`src/rtl/core/jse_pkg.sv`:
```
`default_nettype none

package jse_pkg;

    localparam int QUEUE_DEPTH = 4;

    // configuration register indexes
    localparam logic CFG_SIMPLE_MODE       = 1'b0;
    localparam logic CFG_UNESCAPED_UNICODE = 1'b1;

    // characters used by the encoder
    localparam logic [7:0] CH_QUOTE  = 8'h22;
    localparam logic [7:0] CH_BSLASH = 8'h5C;
    localparam logic [7:0] CH_SLASH  = 8'h2F;
    localparam logic [7:0] CH_B      = 8'h62;
    localparam logic [7:0] CH_F      = 8'h66;
    localparam logic [7:0] CH_N      = 8'h6E;
    localparam logic [7:0] CH_R      = 8'h72;
    localparam logic [7:0] CH_T      = 8'h74;
    localparam logic [7:0] CH_U      = 8'h75;
    localparam logic [7:0] CH_L      = 8'h6C;
    localparam logic [7:0] CH_DIGIT0 = 8'h30;
    localparam logic [7:0] CH_HEXA10 = 8'h57;

    // control bytes with a short escape
    localparam logic [7:0] CTL_BS  = 8'h08;
    localparam logic [7:0] CTL_TAB = 8'h09;
    localparam logic [7:0] CTL_LF  = 8'h0A;
    localparam logic [7:0] CTL_FF  = 8'h0C;
    localparam logic [7:0] CTL_CR  = 8'h0D;
    localparam logic [7:0] CTL_TOP = 8'h20;

    localparam logic [7:0]  LEAD_TOO_LONG = 8'hF8;
    localparam logic [7:0]  LEAD_FOUR     = 8'hF0;
    localparam logic [7:0]  LEAD_THREE    = 8'hE0;
    localparam logic [20:0] CP_SUPP_BASE  = 21'h010000;
    localparam logic [20:0] CP_MAX        = 21'h10FFFF;
    localparam logic [20:0] CP_SURR_FIRST = 21'h00D800;
    localparam logic [20:0] CP_SURR_LAST  = 21'h00DFFF;
    localparam logic [15:0] SURR_HIGH     = 16'hD800;
    localparam logic [15:0] SURR_LOW      = 16'hDC00;

    typedef enum logic [1:0] {
        JOB_RAW,
        JOB_ESC,
        JOB_UESC,
        JOB_NULL
    } job_kind_t;

    // output work for one input beat
    typedef struct packed {
        logic        open_q;
        job_kind_t   kind;
        logic [3:0]  body_len;
        logic [31:0] data;
    } job_t;

    function automatic logic [7:0] hex_char(input logic [3:0] nib);
        if (nib < 4'd10)
        begin
            return CH_DIGIT0 + {4'h0, nib};
        end
        return CH_HEXA10 + {4'h0, nib};
    endfunction

endpackage

`default_nettype wire

```
`src/rtl/core/jse_front.sv`:
```
`default_nettype none

module jse_front import jse_pkg::*;
(
    input  wire logic       clk,
    input  wire logic       rst_n,
    input  wire logic       simple_mode,
    input  wire logic       unescaped_unicode,
    input  wire logic       in_valid,
    output logic            in_ready,
    input  wire logic       in_cmd,
    input  wire logic [7:0] in_byte,
    output logic            push_valid,
    input  wire logic       push_ready,
    output job_t            push_job
);

    logic        string_open_reg, string_open_next;
    logic        discarding_reg, discarding_next;
    logic [23:0] pending_reg, pending_next;
    logic [1:0]  pend_cnt_reg, pend_cnt_next;
    logic [2:0]  seq_len_reg, seq_len_next;

    logic        accept;
    job_t        job;
    job_t        seq_job;
    logic        seq_fail;

    logic [7:0]  lead, cont1, cont2;
    logic [20:0] cp;
    logic [20:0] cp_off;
    logic        overlong;
    logic [31:0] raw_data;

    function automatic job_t ascii_job(input logic [7:0] b, input logic simple);
        job_t j;
        j          = '0;
        j.kind     = JOB_ESC;
        j.body_len = 4'd2;
        j.data     = {24'h0, b};
        case (b)
            CH_QUOTE, CH_BSLASH, CH_SLASH: j.data = {24'h0, b};
            CTL_BS:  j.data = {24'h0, CH_B};
            CTL_FF:  j.data = {24'h0, CH_F};
            CTL_LF:  j.data = {24'h0, CH_N};
            CTL_CR:  j.data = {24'h0, CH_R};
            CTL_TAB: j.data = {24'h0, CH_T};
            default:
            begin
                if (b < CTL_TOP)
                begin
                    j.kind     = JOB_UESC;
                    j.body_len = simple ? 4'd0 : 4'd6;
                end
                else
                begin
                    j.kind     = JOB_RAW;
                    j.body_len = 4'd1;
                end
            end
        endcase
        return j;
    endfunction

    assign accept     = in_valid && in_ready;
    assign in_ready   = push_ready;
    assign push_valid = accept && (job.open_q || (job.body_len != 4'd0));
    assign push_job   = job;

    // sequence completion: pending bytes plus this continuation byte
    always_comb
    begin
        lead  = pending_reg[7:0];
        cont1 = 8'h00;
        cont2 = 8'h00;
        case (pend_cnt_reg)
            2'd2:
            begin
                lead  = pending_reg[15:8];
                cont1 = pending_reg[7:0];
            end
            2'd3:
            begin
                lead  = pending_reg[23:16];
                cont1 = pending_reg[15:8];
                cont2 = pending_reg[7:0];
            end
            default: lead = pending_reg[7:0];
        endcase

        case (pend_cnt_reg)
            2'd2:
            begin
                overlong = (lead[3:0] == 4'h0) && !cont1[5];
                cp       = {5'h0, lead[3:0], cont1[5:0], in_byte[5:0]};
                raw_data = {8'h0, in_byte, cont1, lead};
            end
            2'd3:
            begin
                overlong = (lead[2:0] == 3'h0) && (cont1[5:4] == 2'b00);
                cp       = {lead[2:0], cont1[5:0], cont2[5:0], in_byte[5:0]};
                raw_data = {in_byte, cont2, cont1, lead};
            end
            default:
            begin
                overlong = (lead[4:1] == 4'h0);
                cp       = {10'h0, lead[4:0], in_byte[5:0]};
                raw_data = {16'h0, in_byte, lead};
            end
        endcase

        cp_off   = cp - CP_SUPP_BASE;
        seq_job  = '0;
        seq_fail = 1'b0;
        if (overlong)
        begin
            seq_fail = 1'b1;
        end
        else if (unescaped_unicode)
        begin
            seq_job.kind     = JOB_RAW;
            seq_job.body_len = {2'b00, pend_cnt_reg} + 4'd1;
            seq_job.data     = raw_data;
        end
        else if (cp < CP_SUPP_BASE)
        begin
            if ((cp >= CP_SURR_FIRST) && (cp <= CP_SURR_LAST))
            begin
                seq_fail = 1'b1;
            end
            else
            begin
                seq_job.kind     = JOB_UESC;
                seq_job.body_len = 4'd6;
                seq_job.data     = {16'h0, cp[15:0]};
            end
        end
        else if (cp <= CP_MAX)
        begin
            // surrogate pair, high half first
            seq_job.kind     = JOB_UESC;
            seq_job.body_len = 4'd12;
            seq_job.data     = {SURR_LOW | {6'h0, cp_off[9:0]}, SURR_HIGH | {6'h0, cp_off[19:10]}};
        end
        else
        begin
            seq_fail = 1'b1;
        end
    end

    always_comb
    begin
        job              = '0;
        string_open_next = 1'b1;
        discarding_next  = discarding_reg;
        pending_next     = pending_reg;
        pend_cnt_next    = pend_cnt_reg;
        seq_len_next     = seq_len_reg;

        if (in_cmd)
        begin
            if (!discarding_reg)
            begin
                if ((pend_cnt_reg != 2'd0) && !simple_mode)
                begin
                    job.kind     = JOB_NULL;
                    job.body_len = 4'd4;
                end
                else
                begin
                    job.kind     = JOB_RAW;
                    job.body_len = 4'd1;
                    job.data     = {24'h0, CH_QUOTE};
                end
            end
            string_open_next = 1'b0;
            discarding_next  = 1'b0;
            pending_next     = '0;
            pend_cnt_next    = '0;
            seq_len_next     = '0;
        end
        else if (!discarding_reg)
        begin
            if (simple_mode)
            begin
                job           = ascii_job(in_byte, 1'b1);
                pending_next  = '0;
                pend_cnt_next = '0;
                seq_len_next  = '0;
            end
            else if (pend_cnt_reg == 2'd0)
            begin
                if (!in_byte[7])
                begin
                    job = ascii_job(in_byte, 1'b0);
                end
                else if (!in_byte[6] || (in_byte >= LEAD_TOO_LONG))
                begin
                    job.kind        = JOB_NULL;
                    job.body_len    = 4'd4;
                    discarding_next = 1'b1;
                end
                else
                begin
                    pending_next  = {16'h0, in_byte};
                    pend_cnt_next = 2'd1;
                    seq_len_next  = (in_byte >= LEAD_FOUR)  ? 3'd4 :
                                    (in_byte >= LEAD_THREE) ? 3'd3 : 3'd2;
                end
            end
            else if (in_byte[7:6] != 2'b10)
            begin
                job.kind        = JOB_NULL;
                job.body_len    = 4'd4;
                discarding_next = 1'b1;
                pending_next    = '0;
                pend_cnt_next   = '0;
                seq_len_next    = '0;
            end
            else if ((({1'b0, pend_cnt_reg} + 3'd1) < seq_len_reg) && (pend_cnt_reg != 2'd3))
            begin
                pending_next  = {pending_reg[15:0], in_byte};
                pend_cnt_next = pend_cnt_reg + 2'd1;
            end
            else
            begin
                if (seq_fail)
                begin
                    job.kind        = JOB_NULL;
                    job.body_len    = 4'd4;
                    discarding_next = 1'b1;
                end
                else
                begin
                    job = seq_job;
                end
                pending_next  = '0;
                pend_cnt_next = '0;
                seq_len_next  = '0;
            end
        end
        job.open_q = !string_open_reg;
    end

    always_ff @(posedge clk or negedge rst_n)
    begin
        if (!rst_n)
        begin
            string_open_reg <= 1'b0;
            discarding_reg  <= 1'b0;
            pending_reg     <= '0;
            pend_cnt_reg    <= '0;
            seq_len_reg     <= '0;
        end
        else if (accept)
        begin
            string_open_reg <= string_open_next;
            discarding_reg  <= discarding_next;
            pending_reg     <= pending_next;
            pend_cnt_reg    <= pend_cnt_next;
            seq_len_reg     <= seq_len_next;
        end
    end

    a_disc_open: assert property (@(posedge clk) disable iff (!rst_n)
        discarding_reg |-> string_open_reg)
        else $error("discarding outside an open string");

    a_pend_state: assert property (@(posedge clk) disable iff (!rst_n)
        (pend_cnt_reg != 2'd0) |-> (string_open_reg && !discarding_reg))
        else $error("sequence pending while closed or discarding");

    a_pend_len: assert property (@(posedge clk) disable iff (!rst_n)
        (pend_cnt_reg != 2'd0) |-> ({1'b0, pend_cnt_reg} < seq_len_reg))
        else $error("pending count reached sequence length");

endmodule

`default_nettype wire

```
`src/rtl/core/jse_queue.sv`:
```
`default_nettype none

module jse_queue import jse_pkg::*;
#(
    parameter int DEPTH = QUEUE_DEPTH
)
(
    input  wire logic clk,
    input  wire logic rst_n,
    input  wire logic push_valid,
    output logic      push_ready,
    input  wire job_t push_job,
    output logic      pop_valid,
    input  wire logic pop_ready,
    output job_t      pop_job
);

    localparam int PTR_W = $clog2(DEPTH);
    localparam int CNT_W = $clog2(DEPTH + 1);

    job_t             slot_reg [DEPTH];
    logic [PTR_W-1:0] wr_ptr_reg, wr_ptr_next;
    logic [PTR_W-1:0] rd_ptr_reg, rd_ptr_next;
    logic [CNT_W-1:0] count_reg, count_next;
    logic             push, pop;

    assign push_ready = (count_reg != CNT_W'(DEPTH));
    assign pop_valid  = (count_reg != '0);
    assign pop_job    = slot_reg[rd_ptr_reg];
    assign push       = push_valid && push_ready;
    assign pop        = pop_valid && pop_ready;

    always_comb
    begin
        wr_ptr_next = wr_ptr_reg;
        rd_ptr_next = rd_ptr_reg;
        count_next  = count_reg;
        if (push)
        begin
            wr_ptr_next = (wr_ptr_reg == PTR_W'(DEPTH - 1)) ? '0 : wr_ptr_reg + 1'b1;
        end
        if (pop)
        begin
            rd_ptr_next = (rd_ptr_reg == PTR_W'(DEPTH - 1)) ? '0 : rd_ptr_reg + 1'b1;
        end
        if (push && !pop)
        begin
            count_next = count_reg + 1'b1;
        end
        else if (pop && !push)
        begin
            count_next = count_reg - 1'b1;
        end
    end

    always_ff @(posedge clk or negedge rst_n)
    begin
        if (!rst_n)
        begin
            wr_ptr_reg <= '0;
            rd_ptr_reg <= '0;
            count_reg  <= '0;
        end
        else
        begin
            wr_ptr_reg <= wr_ptr_next;
            rd_ptr_reg <= rd_ptr_next;
            count_reg  <= count_next;
        end
    end

    always_ff @(posedge clk)
    begin
        if (push)
        begin
            slot_reg[wr_ptr_reg] <= push_job;
        end
    end

endmodule

`default_nettype wire

```
`src/rtl/core/jse_back.sv`:
```
`default_nettype none

module jse_back import jse_pkg::*;
(
    input  wire logic clk,
    input  wire logic rst_n,
    input  wire logic job_valid,
    output logic      job_ready,
    input  wire job_t job,
    output logic       m_tvalid,
    input  wire logic  m_tready,
    output logic [7:0] m_tdata,
    output logic       m_tuser,
    output logic       m_tlast
);

    logic [3:0] idx_reg, idx_next;
    logic       m_valid_reg;
    logic [7:0] m_data_reg;
    logic       m_err_reg;
    logic       m_last_reg;

    logic       fire;
    logic       last;
    logic [3:0] total_len;
    logic [3:0] body_idx;
    logic [3:0] sub;
    logic [15:0] half;
    logic [7:0] byte_out;
    logic       err_out;

    assign total_len = {3'b000, job.open_q} + job.body_len;
    assign body_idx  = idx_reg - {3'b000, job.open_q};
    assign last      = (idx_reg == (total_len - 4'd1));
    assign fire      = job_valid && (!m_valid_reg || m_tready);
    assign job_ready = fire && last;

    always_comb
    begin
        sub      = (body_idx >= 4'd6) ? body_idx - 4'd6 : body_idx;
        half     = (body_idx >= 4'd6) ? job.data[31:16] : job.data[15:0];
        byte_out = CH_QUOTE;
        err_out  = 1'b0;
        if (!(job.open_q && (idx_reg == 4'd0)))
        begin
            case (job.kind)
                JOB_RAW: byte_out = job.data[8*body_idx[1:0] +: 8];
                JOB_ESC: byte_out = (body_idx == 4'd0) ? CH_BSLASH : job.data[7:0];
                JOB_UESC:
                begin
                    case (sub)
                        4'd0:    byte_out = CH_BSLASH;
                        4'd1:    byte_out = CH_U;
                        4'd2:    byte_out = hex_char(half[15:12]);
                        4'd3:    byte_out = hex_char(half[11:8]);
                        4'd4:    byte_out = hex_char(half[7:4]);
                        4'd5:    byte_out = hex_char(half[3:0]);
                        default: byte_out = CH_BSLASH;
                    endcase
                end
                JOB_NULL:
                begin
                    err_out = 1'b1;
                    case (body_idx[1:0])
                        2'd0:    byte_out = CH_N;
                        2'd1:    byte_out = CH_U;
                        default: byte_out = CH_L;
                    endcase
                end
                default: byte_out = CH_QUOTE;
            endcase
        end
    end

    always_comb
    begin
        idx_next = idx_reg;
        if (fire)
        begin
            idx_next = last ? 4'd0 : idx_reg + 4'd1;
        end
    end

    always_ff @(posedge clk or negedge rst_n)
    begin
        if (!rst_n)
        begin
            idx_reg     <= '0;
            m_valid_reg <= 1'b0;
        end
        else
        begin
            idx_reg <= idx_next;
            if (fire)
            begin
                m_valid_reg <= 1'b1;
            end
            else if (m_tready)
            begin
                m_valid_reg <= 1'b0;
            end
        end
    end

    always_ff @(posedge clk)
    begin
        if (fire)
        begin
            m_data_reg <= byte_out;
            m_err_reg  <= err_out;
            m_last_reg <= last;
        end
    end

    assign m_tvalid = m_valid_reg;
    assign m_tdata  = m_data_reg;
    assign m_tuser  = m_err_reg;
    assign m_tlast  = m_last_reg;

    a_last_beat: assert property (@(posedge clk) disable iff (!rst_n)
        (fire && last) |=> (m_tvalid && m_tlast))
        else $error("job end did not give a last beat");

    a_err_text: assert property (@(posedge clk) disable iff (!rst_n)
        (m_tvalid && m_tuser) |-> ((m_tdata == CH_N) || (m_tdata == CH_U) || (m_tdata == CH_L)))
        else $error("error beat outside null text");

    a_idx_range: assert property (@(posedge clk) disable iff (!rst_n)
        job_valid |-> (idx_reg < total_len))
        else $error("byte index beyond job length");

endmodule

`default_nettype wire

```
`src/rtl/core/json_string_escape_encoder.sv`:
```
// json string escape encoder
//
// s_* channel: one beat per input item. s_tdata carries the string byte,
// s_tuser is 1 for the end-of-string item (its s_tdata is ignored).
// m_* channel: one beat per output byte of quoted json text. m_tuser marks
// the four bytes of the null text sent on invalid utf-8, m_tlast marks the
// final byte caused by one input item. Items that cause no output (bytes held
// inside a multibyte sequence, dropped bytes) give no beat.
// cfg_* channel: register writes, always ready; index 0 is simple_mode,
// index 1 is unescaped_unicode. Write only while the block is idle.
//
// The first byte of an item is registered in the job queue and then in the
// output register before it appears on m_*. The output side sends one byte
// per cycle while m_tready allows, and an item expands to 1 to 12 bytes;
// input is taken one per cycle while the job queue (QUEUE_DEPTH entries)
// has room.
// A stalled receiver holds the output register, fills the queue and then
// lowers s_tready. Reset clears the string state, the queue and both
// registers; no string is open afterwards.
`default_nettype none

module json_string_escape_encoder import jse_pkg::*;
#(
    parameter int QUEUE_DEPTH_P = QUEUE_DEPTH
)
(
    input  wire logic       clk,
    input  wire logic       rst_n,
    input  wire logic       s_tvalid,
    output logic            s_tready,
    input  wire logic [7:0] s_tdata,   // in_byte
    input  wire logic       s_tuser,   // cmd
    output logic            m_tvalid,
    input  wire logic       m_tready,
    output logic [7:0]      m_tdata,   // out_byte
    output logic            m_tuser,   // null_mark
    output logic            m_tlast,
    input  wire logic       cfg_valid,
    output logic            cfg_ready,
    input  wire logic       cfg_index,
    input  wire logic       cfg_data
);

    logic simple_mode_reg;
    logic unescaped_reg;

    logic push_valid, push_ready;
    job_t push_job;
    logic pop_valid, pop_ready;
    job_t pop_job;

    assign cfg_ready = 1'b1;

    always_ff @(posedge clk or negedge rst_n)
    begin
        if (!rst_n)
        begin
            simple_mode_reg <= 1'b0;
            unescaped_reg   <= 1'b0;
        end
        else if (cfg_valid && cfg_ready)
        begin
            if (cfg_index == CFG_SIMPLE_MODE)
            begin
                simple_mode_reg <= cfg_data;
            end
            if (cfg_index == CFG_UNESCAPED_UNICODE)
            begin
                unescaped_reg <= cfg_data;
            end
        end
    end

    jse_front u_front (
        .clk               (clk),
        .rst_n             (rst_n),
        .simple_mode       (simple_mode_reg),
        .unescaped_unicode (unescaped_reg),
        .in_valid          (s_tvalid),
        .in_ready          (s_tready),
        .in_cmd            (s_tuser),
        .in_byte           (s_tdata),
        .push_valid        (push_valid),
        .push_ready        (push_ready),
        .push_job          (push_job)
    );

    jse_queue #(
        .DEPTH (QUEUE_DEPTH_P)
    ) u_queue (
        .clk        (clk),
        .rst_n      (rst_n),
        .push_valid (push_valid),
        .push_ready (push_ready),
        .push_job   (push_job),
        .pop_valid  (pop_valid),
        .pop_ready  (pop_ready),
        .pop_job    (pop_job)
    );

    jse_back u_back (
        .clk       (clk),
        .rst_n     (rst_n),
        .job_valid (pop_valid),
        .job_ready (pop_ready),
        .job       (pop_job),
        .m_tvalid  (m_tvalid),
        .m_tready  (m_tready),
        .m_tdata   (m_tdata),
        .m_tuser   (m_tuser),
        .m_tlast   (m_tlast)
    );

endmodule

`default_nettype wire
```
`config.mk`:
```
export PLATFORM = sky130hd
export DESIGN_NAME = json_string_escape_encoder
export DESIGN_NICKNAME = d
export VERILOG_FILES = /design/src/rtl/core/jse_pkg.sv /design/src/rtl/core/jse_front.sv /design/src/rtl/core/jse_queue.sv /design/src/rtl/core/jse_back.sv /design/src/rtl/core/json_string_escape_encoder.sv
export SDC_FILE = /design/constraint.sdc
export NUM_CORES = 1
export LEC_CHECK = 0
export BUFFER_PORTS_ARGS = -buffer_cell sky130_fd_sc_hd__buf_4
export CAP_MARGIN = 20
export CORE_MARGIN = 8
export CORE_UTILIZATION = 50
export CTS_CLUSTER_DIAMETER = 60
export CTS_CLUSTER_SIZE = 10
export DETAILED_ROUTE_END_ITERATION = 7
export PLACE_DENSITY = 0.67
export SLEW_MARGIN = 30
export SYNTH_ARGS = -nofsm -noshare
export SYNTH_HDL_FRONTEND = slang
export SYNTH_SLANG_ARGS = --single-unit
```
`constraint.sdc`:
```
create_clock -name clk -period 6.2 [get_ports clk]
set_input_delay 1.55 -clock clk [delete_from_list [all_inputs] [get_ports clk]]
set_output_delay 1.55 -clock clk [all_outputs]
set_load 0.02 [all_outputs]
```
# Yosys cells after proc, flatten, opt, wreduce, memory -nomap -nowiden
# Memories as Yosys holds them, arrays and structs flattened.
# Index checks and enable logic that the tools add are counted.
# word_totals
memories	1
wordCells	237
reg_bits	55
ramBits	156
in_bits	16
# memory_table
name	depth	width	rd	rd_ports_with_merged_regs	wr	line	rtl
u_queue.slot_reg	4	39	1	0	1	jse_queue.sv:21	job_t slot_reg [DEPTH];
# op_classes
n_eq_ne	29
addsub	21
n_shift	1
bitwise	1
reduce_logical	43
order_cmp	14
mux	112
# ops
op	count
2-to-1 mux 38 bit	11
2-to-1 mux 24 bit	8
one-hot mux 8 bit (5 select lines)	2
2-to-1 mux 8 bit	9
2-to-1 mux 32 bit	2
one-hot mux 32 bit (2 select lines)	1
2-to-1 mux 6 bit	10
one-hot mux 21 bit (2 select lines)	1
equality test 8 x 4 -> 1 bit (second input constant)	5
2-to-1 mux 1 bit	37
one-hot mux 7 bit (5 select lines)	1
2-to-1 mux 3 bit	11
adder 7 x 4 -> 8 bit (first input constant)	4
one-hot mux 8 bit (2 select lines)	2
one-hot mux 8 bit (4 select lines)	1
variable part select 32 x 6 -> 8 bit	1
adder 6 x 4 -> 7 bit (first input constant)	4
greater-or-equal comparator 8 bit (second input constant)	3
greater-or-equal comparator 21 x 16 -> 1 bit (second input constant)	1
<= comparator 21 x 16 -> 1 bit (second input constant)	1
<= comparator 21 bit (second input constant)	1
less-than comparator 21 x 17 -> 1 bit (second input constant)	1
2-to-1 mux 2 bit	10
subtractor 20 x 17 -> 20 bit (second input constant)	1
other kinds (44)	93

# Depth between registers and ports, before layout
# Gate-level depths: netlist (run 1).
# depth
ltp_word	24
mapped_depth	20

# By module
# Synthesis (run 1) repeated with hierarchy kept, for this count alone.
# unflattened
cells_unflattened	1039
area_unflattened_um2	12084.1
# modules_own_cells
mod	cells_each	seq_area_each_um2	area_each_um2	n_inst
jse_queue	240	4859.7	6055.8	1
jse_front	493	775.7	3457.1	1
jse_back	298	425.4	2473.6	1
json_string_escape_encoder	8	50.0	97.6	1

# Least setup slack after synthesis (run 1)
# Ideal clock, no wire load.
# synth_timing
path_kind	register to register
startpoint	register u_queue.rd_ptr_reg[0]
endpoint	register u_back.m_data_reg[2] (netlist: u_back.m_tdata[2]) (data pin)
setup_ps	264
period_less_slack_ps	5006
path_slack_ps	1194
path_stages_with_launch	18
arrival_ps	4742
cell_sequence	dfrtp_1 -> clkbuf_1 -> buf_2 -> buf_2 -> buf_2 -> mux4_2 -> ha_1 -> ha_1 -> xnor2_1 -> nor2_1 -> nor2_1 -> buf_2 -> mux2i_1 -> ha_1 -> a21boi_0 -> xnor2_1 -> a22oi_1 -> a31oi_1
# synth_via
elab_chain_len	12
word_cells_on_any_way	57
# synth_rtl
element	line	rtl
start, declared	jse_queue.sv:23	logic [PTR_W-1:0] rd_ptr_reg, rd_ptr_next;
start signal, assigned	jse_queue.sv:67	rd_ptr_reg <= rd_ptr_next;
memory read (4 x 39 bit) (*)	-	
subtractor 4 x 1 -> 4 bit	jse_back.sv:33	assign body_idx = idx_reg - {3'b000, job.open_q};
greater-or-equal comparator 4 x 3 -> 1 bit	jse_back.sv:40, jse_back.sv:41	
2-to-1 mux 16 bit	jse_back.sv:41	half = (body_idx >= 4'd6) ? job.data[31:16] : job.data[15:0];
less-than comparator 4 bit	jse_pkg.sv:59	if (nib < 4'd10)
2-to-1 mux 1 bit	jse_pkg.sv:59	
2-to-1 mux 1 bit	jse_back.sv:51	case (sub)
2-to-1 mux 1 bit	jse_back.sv:46	case (job.kind)
2-to-1 mux 1 bit	jse_back.sv:44	if (!(job.open_q && (idx_reg == 4'd0)))
2-to-1 mux 8 bit	jse_pkg.sv:63	return CH_HEXA10 + {4'h0, nib};
one-hot mux 8 bit (5 select lines)	jse_back.sv:51	
one-hot mux 8 bit (4 select lines)	jse_back.sv:46	
end signal, assigned	jse_back.sv:109	m_data_reg <= byte_out;
end, declared	jse_back.sv:19	logic [7:0] m_data_reg;
# Mark *: on every way between the ends. The rest lies on a longest branch, timed or not. The select of a mux whose other input is x is not followed.
# A chain may end at the register's enable or synchronous reset.

# Worst setup path in the final report (run 1)
# layout_timing
startpoint	register u_front.pend_cnt_reg[1]
endpoint	memory u_queue.slot_reg[0][9] in the netlist's numbering (enable)
# layout_via
elab_chain_len	22
word_cells_on_any_way	51
# layout_rtl
element	line	rtl
start, declared	jse_front.sv:21	logic [1:0] pend_cnt_reg, pend_cnt_next;
start signal, assigned	jse_front.sv:260	pend_cnt_reg <= pend_cnt_next;
equality test 2 bit	jse_front.sv:76, jse_front.sv:91	
one-hot mux 8 bit (2 select lines)	jse_front.sv:76	case (pend_cnt_reg)
one-hot mux 21 bit (2 select lines)	jse_front.sv:91	case (pend_cnt_reg)
greater-or-equal comparator 21 x 16 -> 1 bit or <= comparator 21 x 16 -> 1 bit (tied branches)	jse_front.sv:127	if ((cp >= CP_SURR_FIRST) && (cp <= CP_SURR_LAST))
logical AND 1 bit	jse_front.sv:127	
2-to-1 mux 1 bit or 2-to-1 mux 38 bit (tied branches)	jse_front.sv:127	
2-to-1 mux 1 bit or 2-to-1 mux 38 bit (tied branches)	jse_front.sv:125	else if (cp < CP_SUPP_BASE)
2-to-1 mux 1 bit or 2-to-1 mux 38 bit (tied branches)	jse_front.sv:119	else if (unescaped_unicode)
[... 7 more ...]	-	
2-to-1 mux 38 bit (*)	jse_front.sv:160	if (in_cmd)
nonzero test 4 bit (*)	jse_front.sv:67	assign push_valid = accept && (job.open_q || (job.body_len != 4'd0));
logical OR 1 bit (*)	jse_front.sv:67	
logical AND 1 bit (*)	jse_front.sv:67	
logical AND 1 bit (*)	jse_queue.sv:30	assign push = push_valid && push_ready;
net u_queue.push	jse_queue.sv:25	logic push, pop;
2-to-1 mux 1 bit (*)	jse_queue.sv:74	if (push)
2-to-1 mux 1 bit (not written as such) (*)	jse_queue.sv:76	slot_reg[wr_ptr_reg] <= push_job;
end, declared	jse_queue.sv:21	
# The timed path passes the listed nets; every way through them passes the cells marked *.

==> metrics, run 1 <==
Vias/cell 6.47; Ports 29; DR pass1 iterations 6; delay-heaviest family, CP compound AO/OA/AOI/OAI gates; Clock Tree Root clkbuf_16; post-synthesis sequential area ratio 0.524; Synthesized Nets 997; DRC errors left 0; count of state elements after synthesis 211; Placer Congestion 1.00; peak supply drop 0.313 mV; max FFs per register 156; startpoint types flip-flop; Fin Setup TNS 0 ns; max-cap viol count 0; Worst R2R Path Depth 10; Slew @ Worst Pin 0.875 ns; final WL 30.4 mm; post-synth top area cell edfxtp_1; WHS Endpoint u_queue.count_reg[2]$_DFFE_PN0P_; Post-CTS Resized 0; fraction of layout cells with a size suffix above 1 0.171; ANT nets after route 0; die width 169 µm; ant diodes 0; First DRT Iteration DRCs 851; CTS max path bufs 3; Reg2Reg Launch Point u_front.pend_cnt_reg[1]$_DFFE_PN0P_; insertion delay to the later sink of the worst-skew pair 0.55 ns; initial antenna violation count 0; CP max-delay cell ha_1; leading cell type in the layout, fill and taps excluded edfxtp_1; final worst setup slack 1.56 ns; Design Power 0.00666 W; Post-synth EDFFs 166; CTS Hold Bufs 0; path type of the worst min-delay path reg -> reg; synthesized area per cell 12.2 µm²; GR Util All Layers 0.212; GR Overflow Total 0; Syn Std Cell Area 0.0117 mm²; fillers 1915; Critical path buffers and inverters 1; via count 8412; post-DR wirelength/cell 23.3 µm; Max stage delay on crit path 0.75 ns; post-synthesis cell type count 86; Leakage 4.56 nW; area grow syn2layout 10.6%; Hold Crit Depth 1; post-place instance area 0.0121 mm²; CTS tree yes; H-tree levels 1; largest net degree at the start of global routing 46; outcome complete, no violations; nets@finish 1002; Mapped Cells 956; Slew Limit Fails 0; crit-path most repeated cell ha_1; vias in the first global route 8177; worst path arrival time 4.84 ns; Gate power share 0.472; first-pass GRT wire length 47.6 mm; Core ar. 0.0232 mm²; Max Freq 0.215 GHz; sequential share of power 0.317; most frequent cells in the layout 166 x edfxtp_1, 71 x a21oi_1, 57 x nand2_1; Cell Rows 56; setup slack at placement 1.29 ns; Hold Vio Cnt, Final 0; Final Cycle Share 0.749; Worst setup EP type flip-flop; Slew headroom 0.417; Cell Int Power 0.00404 W; r2r endpoint u_queue.slot_reg[0][9]$_DFFE_PP_; port bufs 27; Worst Min Path Start u_queue.count_reg[2]$_DFFE_PN0P_; ys async rst share 0.213; Clock power frac 0.210; Crit Path Max Fanout 24; Synth top area share 0.427; Pwr Density 516 mW/mm²; Area contributors post-synth edfxtp_1 43%, dfrtp_1 9.7%, mux4_2 9.1%, a21oi_1 3.1%, ha_1 2.6%; CTS Buf Count 27; r2r setup slk 1.56 ns; final setup fails 0; Reg area 0.00611 mm²; Finished Cell Area 0.0129 mm²; Net Switching 0.00262 W; HPWL after DPL 21.6 mm; CP startpoint u_front.pend_cnt_reg[1]$_DFFE_PN0P_; Clock Pin Slew Worst Setup and Hold Paths 0.06 ns; Tmin final 4.64 ns; required time of the critical path 6.40 ns; Main synth FF type edfxtp_1; die area 0.0285 mm²; area of the multi-input gates 0.00508 mm²; die height 169 µm; Crit Path Class reg -> reg; Syn. warnings 0; setup repair bufs after CTS 0; critical path depth 10; clk_skew 0.0149 ns; Initial Utilization 0.503; sw frac 0.393; RSZ-0062 raised after global routing no; total clock sinks 211; CP Cell Sequence ha_1 -> ha_1 -> or3_1 -> o32a_1 -> nand4_1 -> a21oi_1 -> nand3_1 -> a31oi_1 -> and2_2 -> buf_4
==> metal layers <==
metal / track usage / part of all wire / vias up
li1: - / - / 3790
met1: 0.283 / 0.43 / 4203
met2: 0.349 / 0.48 / 354
met3: 0.0305 / 0.060 / 65
met4: 0.0730 / 0.028 / 0
met5: 0 / 0 / -
==> area by class of cell <==
type                    instances  area share
flip-flops and latches        211       0.474
multi-input cells             633       0.394
clock buffers                  43      0.0570
well taps                     319      0.0309
repair buffers                 47      0.0274
inverters                      41      0.0119
clock inverters                 7     0.00456
==> worst max-delay path by stage <==
stage	endpoint	slack [ns]
after global placement	u_queue.slot_reg[0][9]$_DFFE_PP_	1.41
after global routing	u_queue.slot_reg[0][9]$_DFFE_PP_	1.26
final	u_queue.slot_reg[0][9]$_DFFE_PP_	1.56
after CTS	u_queue.slot_reg[0][24]$_DFFE_PP_	1.59
after floorplan	u_back.m_tdata[2]$_SDFFCE_PP0P_	1.19
after detailed placement	u_queue.slot_reg[0][10]$_DFFE_PP_	1.29
==> synth_stat cells, types with 4 or more instances <==
master / n
or2_2: 5
a21oi_1: 72
o2111ai_1: 4
a31oi_1: 10
a22oi_1: 8
buf_1: 7
mux4_2: 47
buf_2: 15
o221ai_1: 11
buf_4: 5
o21a_1: 4
and3_1: 7
a22o_1: 34
nand2_1: 57
mux2i_1: 14
o21ai_0: 42
xor2_1: 8
a2bb2oi_1: 6
o22ai_1: 5
a21o_1: 10
a311oi_1: 12
nand3_1: 21
nor3_1: 16
xnor2_1: 11
a211oi_1: 9
nor2b_1: 11
mux2_2: 13
o211ai_1: 6
nand4_1: 4
and2_1: 10
edfxtp_1: 166
clkbuf_1: 40
nand2b_1: 6
ha_1: 24
or3_1: 6
a21boi_0: 4
dfrtp_1: 45
a221oi_1: 8
inv_1: 39
nor4_1: 9
nor2_1: 52
==> power groups by stage <==
stage	combinational [W]	clock, W	sequential (W)
6_report	0.00314	0.00140	0.00211
5_1_grt	0.00341	0.00149	0.00214
2_1_floorplan	0.00230	0	0.00209
3_3_place_gp	0.00310	0	0.00212
3_5_place_dp	0.00311	0	0.00214
4_1_cts	0.00313	0.00143	0.00211
==> cells by family (layout without fill, tap and decap cells) <==
kind of cell	after synthesis	in the layout	share of synthesized area
AO/OA/AOI/OAI	295	295	0.181
multiplexers	74	74	0.115
flip-flops	211	211	0.524
buffers and inverters	112	138	0.0413
AND/OR/NAND/NOR	217	217	0.0924
XOR/XNOR	21	21	0.0182
adder cells (fa/ha/maj)	25	25	0.0275
other	1	1	0.000321
==> metrics by stage <==
stage               instances  hold slack, ns  utilization
floorplan                 956           0.464            -
finish                   1301           0.493        0.556
global route             1301           0.519        0.556
detailed placement       1251           0.482        0.522
CTS                      1301           0.494        0.556
global placement         1251           0.471        0.522
No activity file was read; power rests on OpenSTA's default activity.
==> inputs of run 2 (changes only) <==
- ABC_AREA: unset -> 1
- clock period: 6.2 -> 4.7 ns (I/O delays scaled with it)
==> run 2 against run 1 <==
Effect of this change: clock power grew 31%; first-iteration DRC count grew 17%; register-to-register slack lost 0.85 ns; sequential power grew 26%; clock skew is essentially flat; critical path depth grew 13; die area grew 1.7%; area after synthesis grew 1.9%; setup slack lost 0.85 ns; count of clock-buffer cells in the layout grew 1; maximum frequency grew 16%; global-route usage grew 0.81 points; critical path type unchanged.
==> metrics, run 2 <==
fraction of layout cells with a size suffix above 1 0.123 (-0.0477); Area contributors post-synth edfxtp_1 42%, nand2_1 10%, dfrtp_1 9.5%, o21ai_0 4.2%, inv_1 3.9%; final worst setup slack 0.708 ns (-0.848 ns); CTS Buf Count 26 (-3.7%); largest net degree at the start of global routing 76 (+65%); peak supply drop 0.431 mV (+38%); Clock Tree Root clkbuf_16; Core ar. 0.0234 mm² (+0.91%); max-cap viol count 0 (unchanged); Vias/cell 5.66 (-13%); post-synthesis sequential area ratio 0.514 (-0.00981); Ports 29 (unchanged); Worst setup EP type flip-flop; Fin Setup TNS 0 ns (unchanged); outcome complete, no violations; first-pass GRT wire length 50.2 mm (+5.5%); via count 9510 (+13%); Layout Cells excl Fill 1681 (+29%); Slew Limit Fails 0 (unchanged); CTS Hold Bufs 0 (unchanged); Main synth FF type edfxtp_1; Crit Path Class reg -> reg; Initial Utilization 0.508 (+0.00500); RSZ-0062 raised after global routing no; Leakage 5.34 nW (+17%); final WL 31.7 mm (+4.5%); Slew headroom 0.457 (+0.0400); Crit Path Max Fanout 20 (-17%); clk_skew 0.0153 ns (+0.000448 ns); worst path arrival time 4.38 ns (-0.46 ns); Mapped Cells 1320 (+38%); die width 170 µm (+0.86%); count of state elements after synthesis 211 (unchanged); Syn Std Cell Area 0.0119 mm² (+1.9%); hold_ws 0.490 ns (-0.00235 ns); post-DR wirelength/cell 18.9 µm (-19%); Max Freq 0.251 GHz (+16%); fillers 2113 (+10%); setup repair bufs after CTS 0 (unchanged); most frequent cells in the layout 328 x nand2_1, 166 x edfxtp_1, 123 x inv_1; DRC errors left 0 (unchanged); Synth top area share 0.419 (-0.00801); GR Overflow Total 0 (unchanged); Placer Congestion 0.987 (-1.4%); total clock sinks 211 (unchanged); Slew @ Worst Pin 0.806 ns (-0.0685 ns); vias in the first global route 9114 (+11%); Pwr Density 729 mW/mm² (+41%); port bufs 27 (unchanged); HPWL after DPL 22.6 mm (+4.8%); Hold Vio Cnt, Final 0 (unchanged); area grow syn2layout 10.8%; path type of the worst min-delay path reg -> reg; die height 170 µm (+0.86%); setup slack at placement 0.546 ns (-0.745 ns); CTS max path bufs 3 (unchanged); required time of the critical path 5.09 ns (-1.31 ns); ant diodes 0 (unchanged); Post-synth EDFFs 166 (unchanged); most instantiated library cell after synthesis nand2_1; Final Cycle Share 0.849 (+0.100); H-tree levels 1 (unchanged); nets@finish 1384 (+38%); Post-CTS Resized 0 (unchanged); placed insts 1634 (+31%); insertion delay to the later sink of the worst-skew pair 0.52 ns (-0.03 ns); DR pass1 iterations 5 (-1); initial antenna violation count 0 (unchanged); startpoint types flip-flop; Clock Pin Slew Worst Setup and Hold Paths 0.06 ns (about the same); Post-synth top cells 328 x nand2_1, 166 x edfxtp_1, 123 x inv_1; post-synth top area cell edfxtp_1; Synthesized Nets 1361 (+37%); synthesized area per cell 9.01 µm² (-26%); Syn. warnings 0 (unchanged); Cell Rows 56 (unchanged); die area 0.0290 mm² (+1.7%); Tmin final 3.99 ns (-0.652 ns); max FFs per register 156 (unchanged); post-synthesis cell type count 62 (-28%); final setup fails 0 (unchanged); leading cell type in the layout, fill and taps excluded nand2_1; GR Util All Layers 0.220 (+0.00815); ANT nets after route 0 (unchanged); First DRT Iteration DRCs 996 (+17%); CTS tree yes; ys async rst share 0.213 (unchanged)
[run 2: cell count changes after synthesis, sizes merged, moves of 47 or more]
cell   before  now
o21ai      44  127
nand3      21   96
mux4       47    0
nand2      57  355
nor2       52  118
inv        40  133
[run 2: routing by layer]
layer	vias to the layer above	global-route usage	share of wire
met5	-	0	0
met4	0	0.0599	0.024
met3	49	0.0262	0.056
met2	315	0.357	0.47
met1	4555	0.307	0.45
li1	4591	-	-
[run 2: cell families after synthesis]
logic type      Yosys count  synth area share
xor+xnor                 13            0.0112
flops                   211             0.514
buf+inv                 186            0.0705
simple gates            594             0.225
other cells               1          0.000315
compound gates          290             0.152
fa+ha+maj                25            0.0269
[run 2: where the power goes]
part / internal (W) / switching, W
combinational: 0.00162 / 0.00351
sequential: 0.00250 / 0.000162
clock: 0.00112 / 0.000712
total: 0.00523 / 0.00438
[run 2: cell type report]
class,count,area [µm²],share of cell area
sequential,211,6110,0.464
tap,319,399,0.0303
clock inverter,3,46.3,0.00351
multi-input combinational,923,4970,0.377
timing repair buffer,47,403,0.0306
clock buffer,44,739,0.0561
inverter,134,508,0.0386
[run 2: metrics by stage]
stage	util	power (W)	area, µm²
floorplan	-	0.00641	11900
global placement	0.529	0.00770	12400
detailed placement	0.529	0.00776	12400
CTS	0.563	0.00961	13200
global route	0.563	0.0104	13200
finish	0.563	0.00961	13200
[run 2: path summary, 6_finish.rpt]
| path | slack [ns] | startpoint | depth (start not counted) | endpoint |
|---|---|---|---|---|
| worst max-delay path | 0.71 | u_front.pend_cnt_reg[0]$_DFFE_PN0P_ | 23 | u_queue.count_reg[2]$_DFFE_PN0P_ |
| worst min-delay path | 0.49 | u_front.pending_reg[21]$_DFFE_PN0P_ | 2 | u_front.pending_reg[21]$_DFFE_PN0P_ |
| worst max register to register | 0.71 | u_front.pend_cnt_reg[0]$_DFFE_PN0P_ | 23 | u_queue.count_reg[2]$_DFFE_PN0P_ |
| worst min register to register | 0.49 | u_front.pending_reg[21]$_DFFE_PN0P_ | 2 | u_front.pending_reg[21]$_DFFE_PN0P_ |
| max in group asynchronous | 3.59 | rst_n | 1 | u_queue.rd_ptr_reg[0]$_DFFE_PN0P_ |
| min in group asynchronous | 0.66 | rst_n | 1 | u_front.pending_reg[17]$_DFFE_PN0P_ |
[run 2: worst max-delay path, stage by stage (launching register included)]
cell and delay [ns]:
dfrtp_1 0.40, ha_1 0.37, inv_4 0.13, nand2_2 0.34
nand3_1 0.23, nand3_2 0.15, nand2_1 0.07, nor2_1 0.15
nand2_1 0.08, nor2_1 0.10, nor2_1 0.05, nand2_2 0.09
nand4_1 0.20, nand2_1 0.17, nor2_4 0.05, nand3_4 0.09
nand2_4 0.11, inv_1 0.08, ha_1 0.13, inv_1 0.06
fa_1 0.38, a21oi_1 0.16, o21ai_0 0.12, xor2_1 0.15
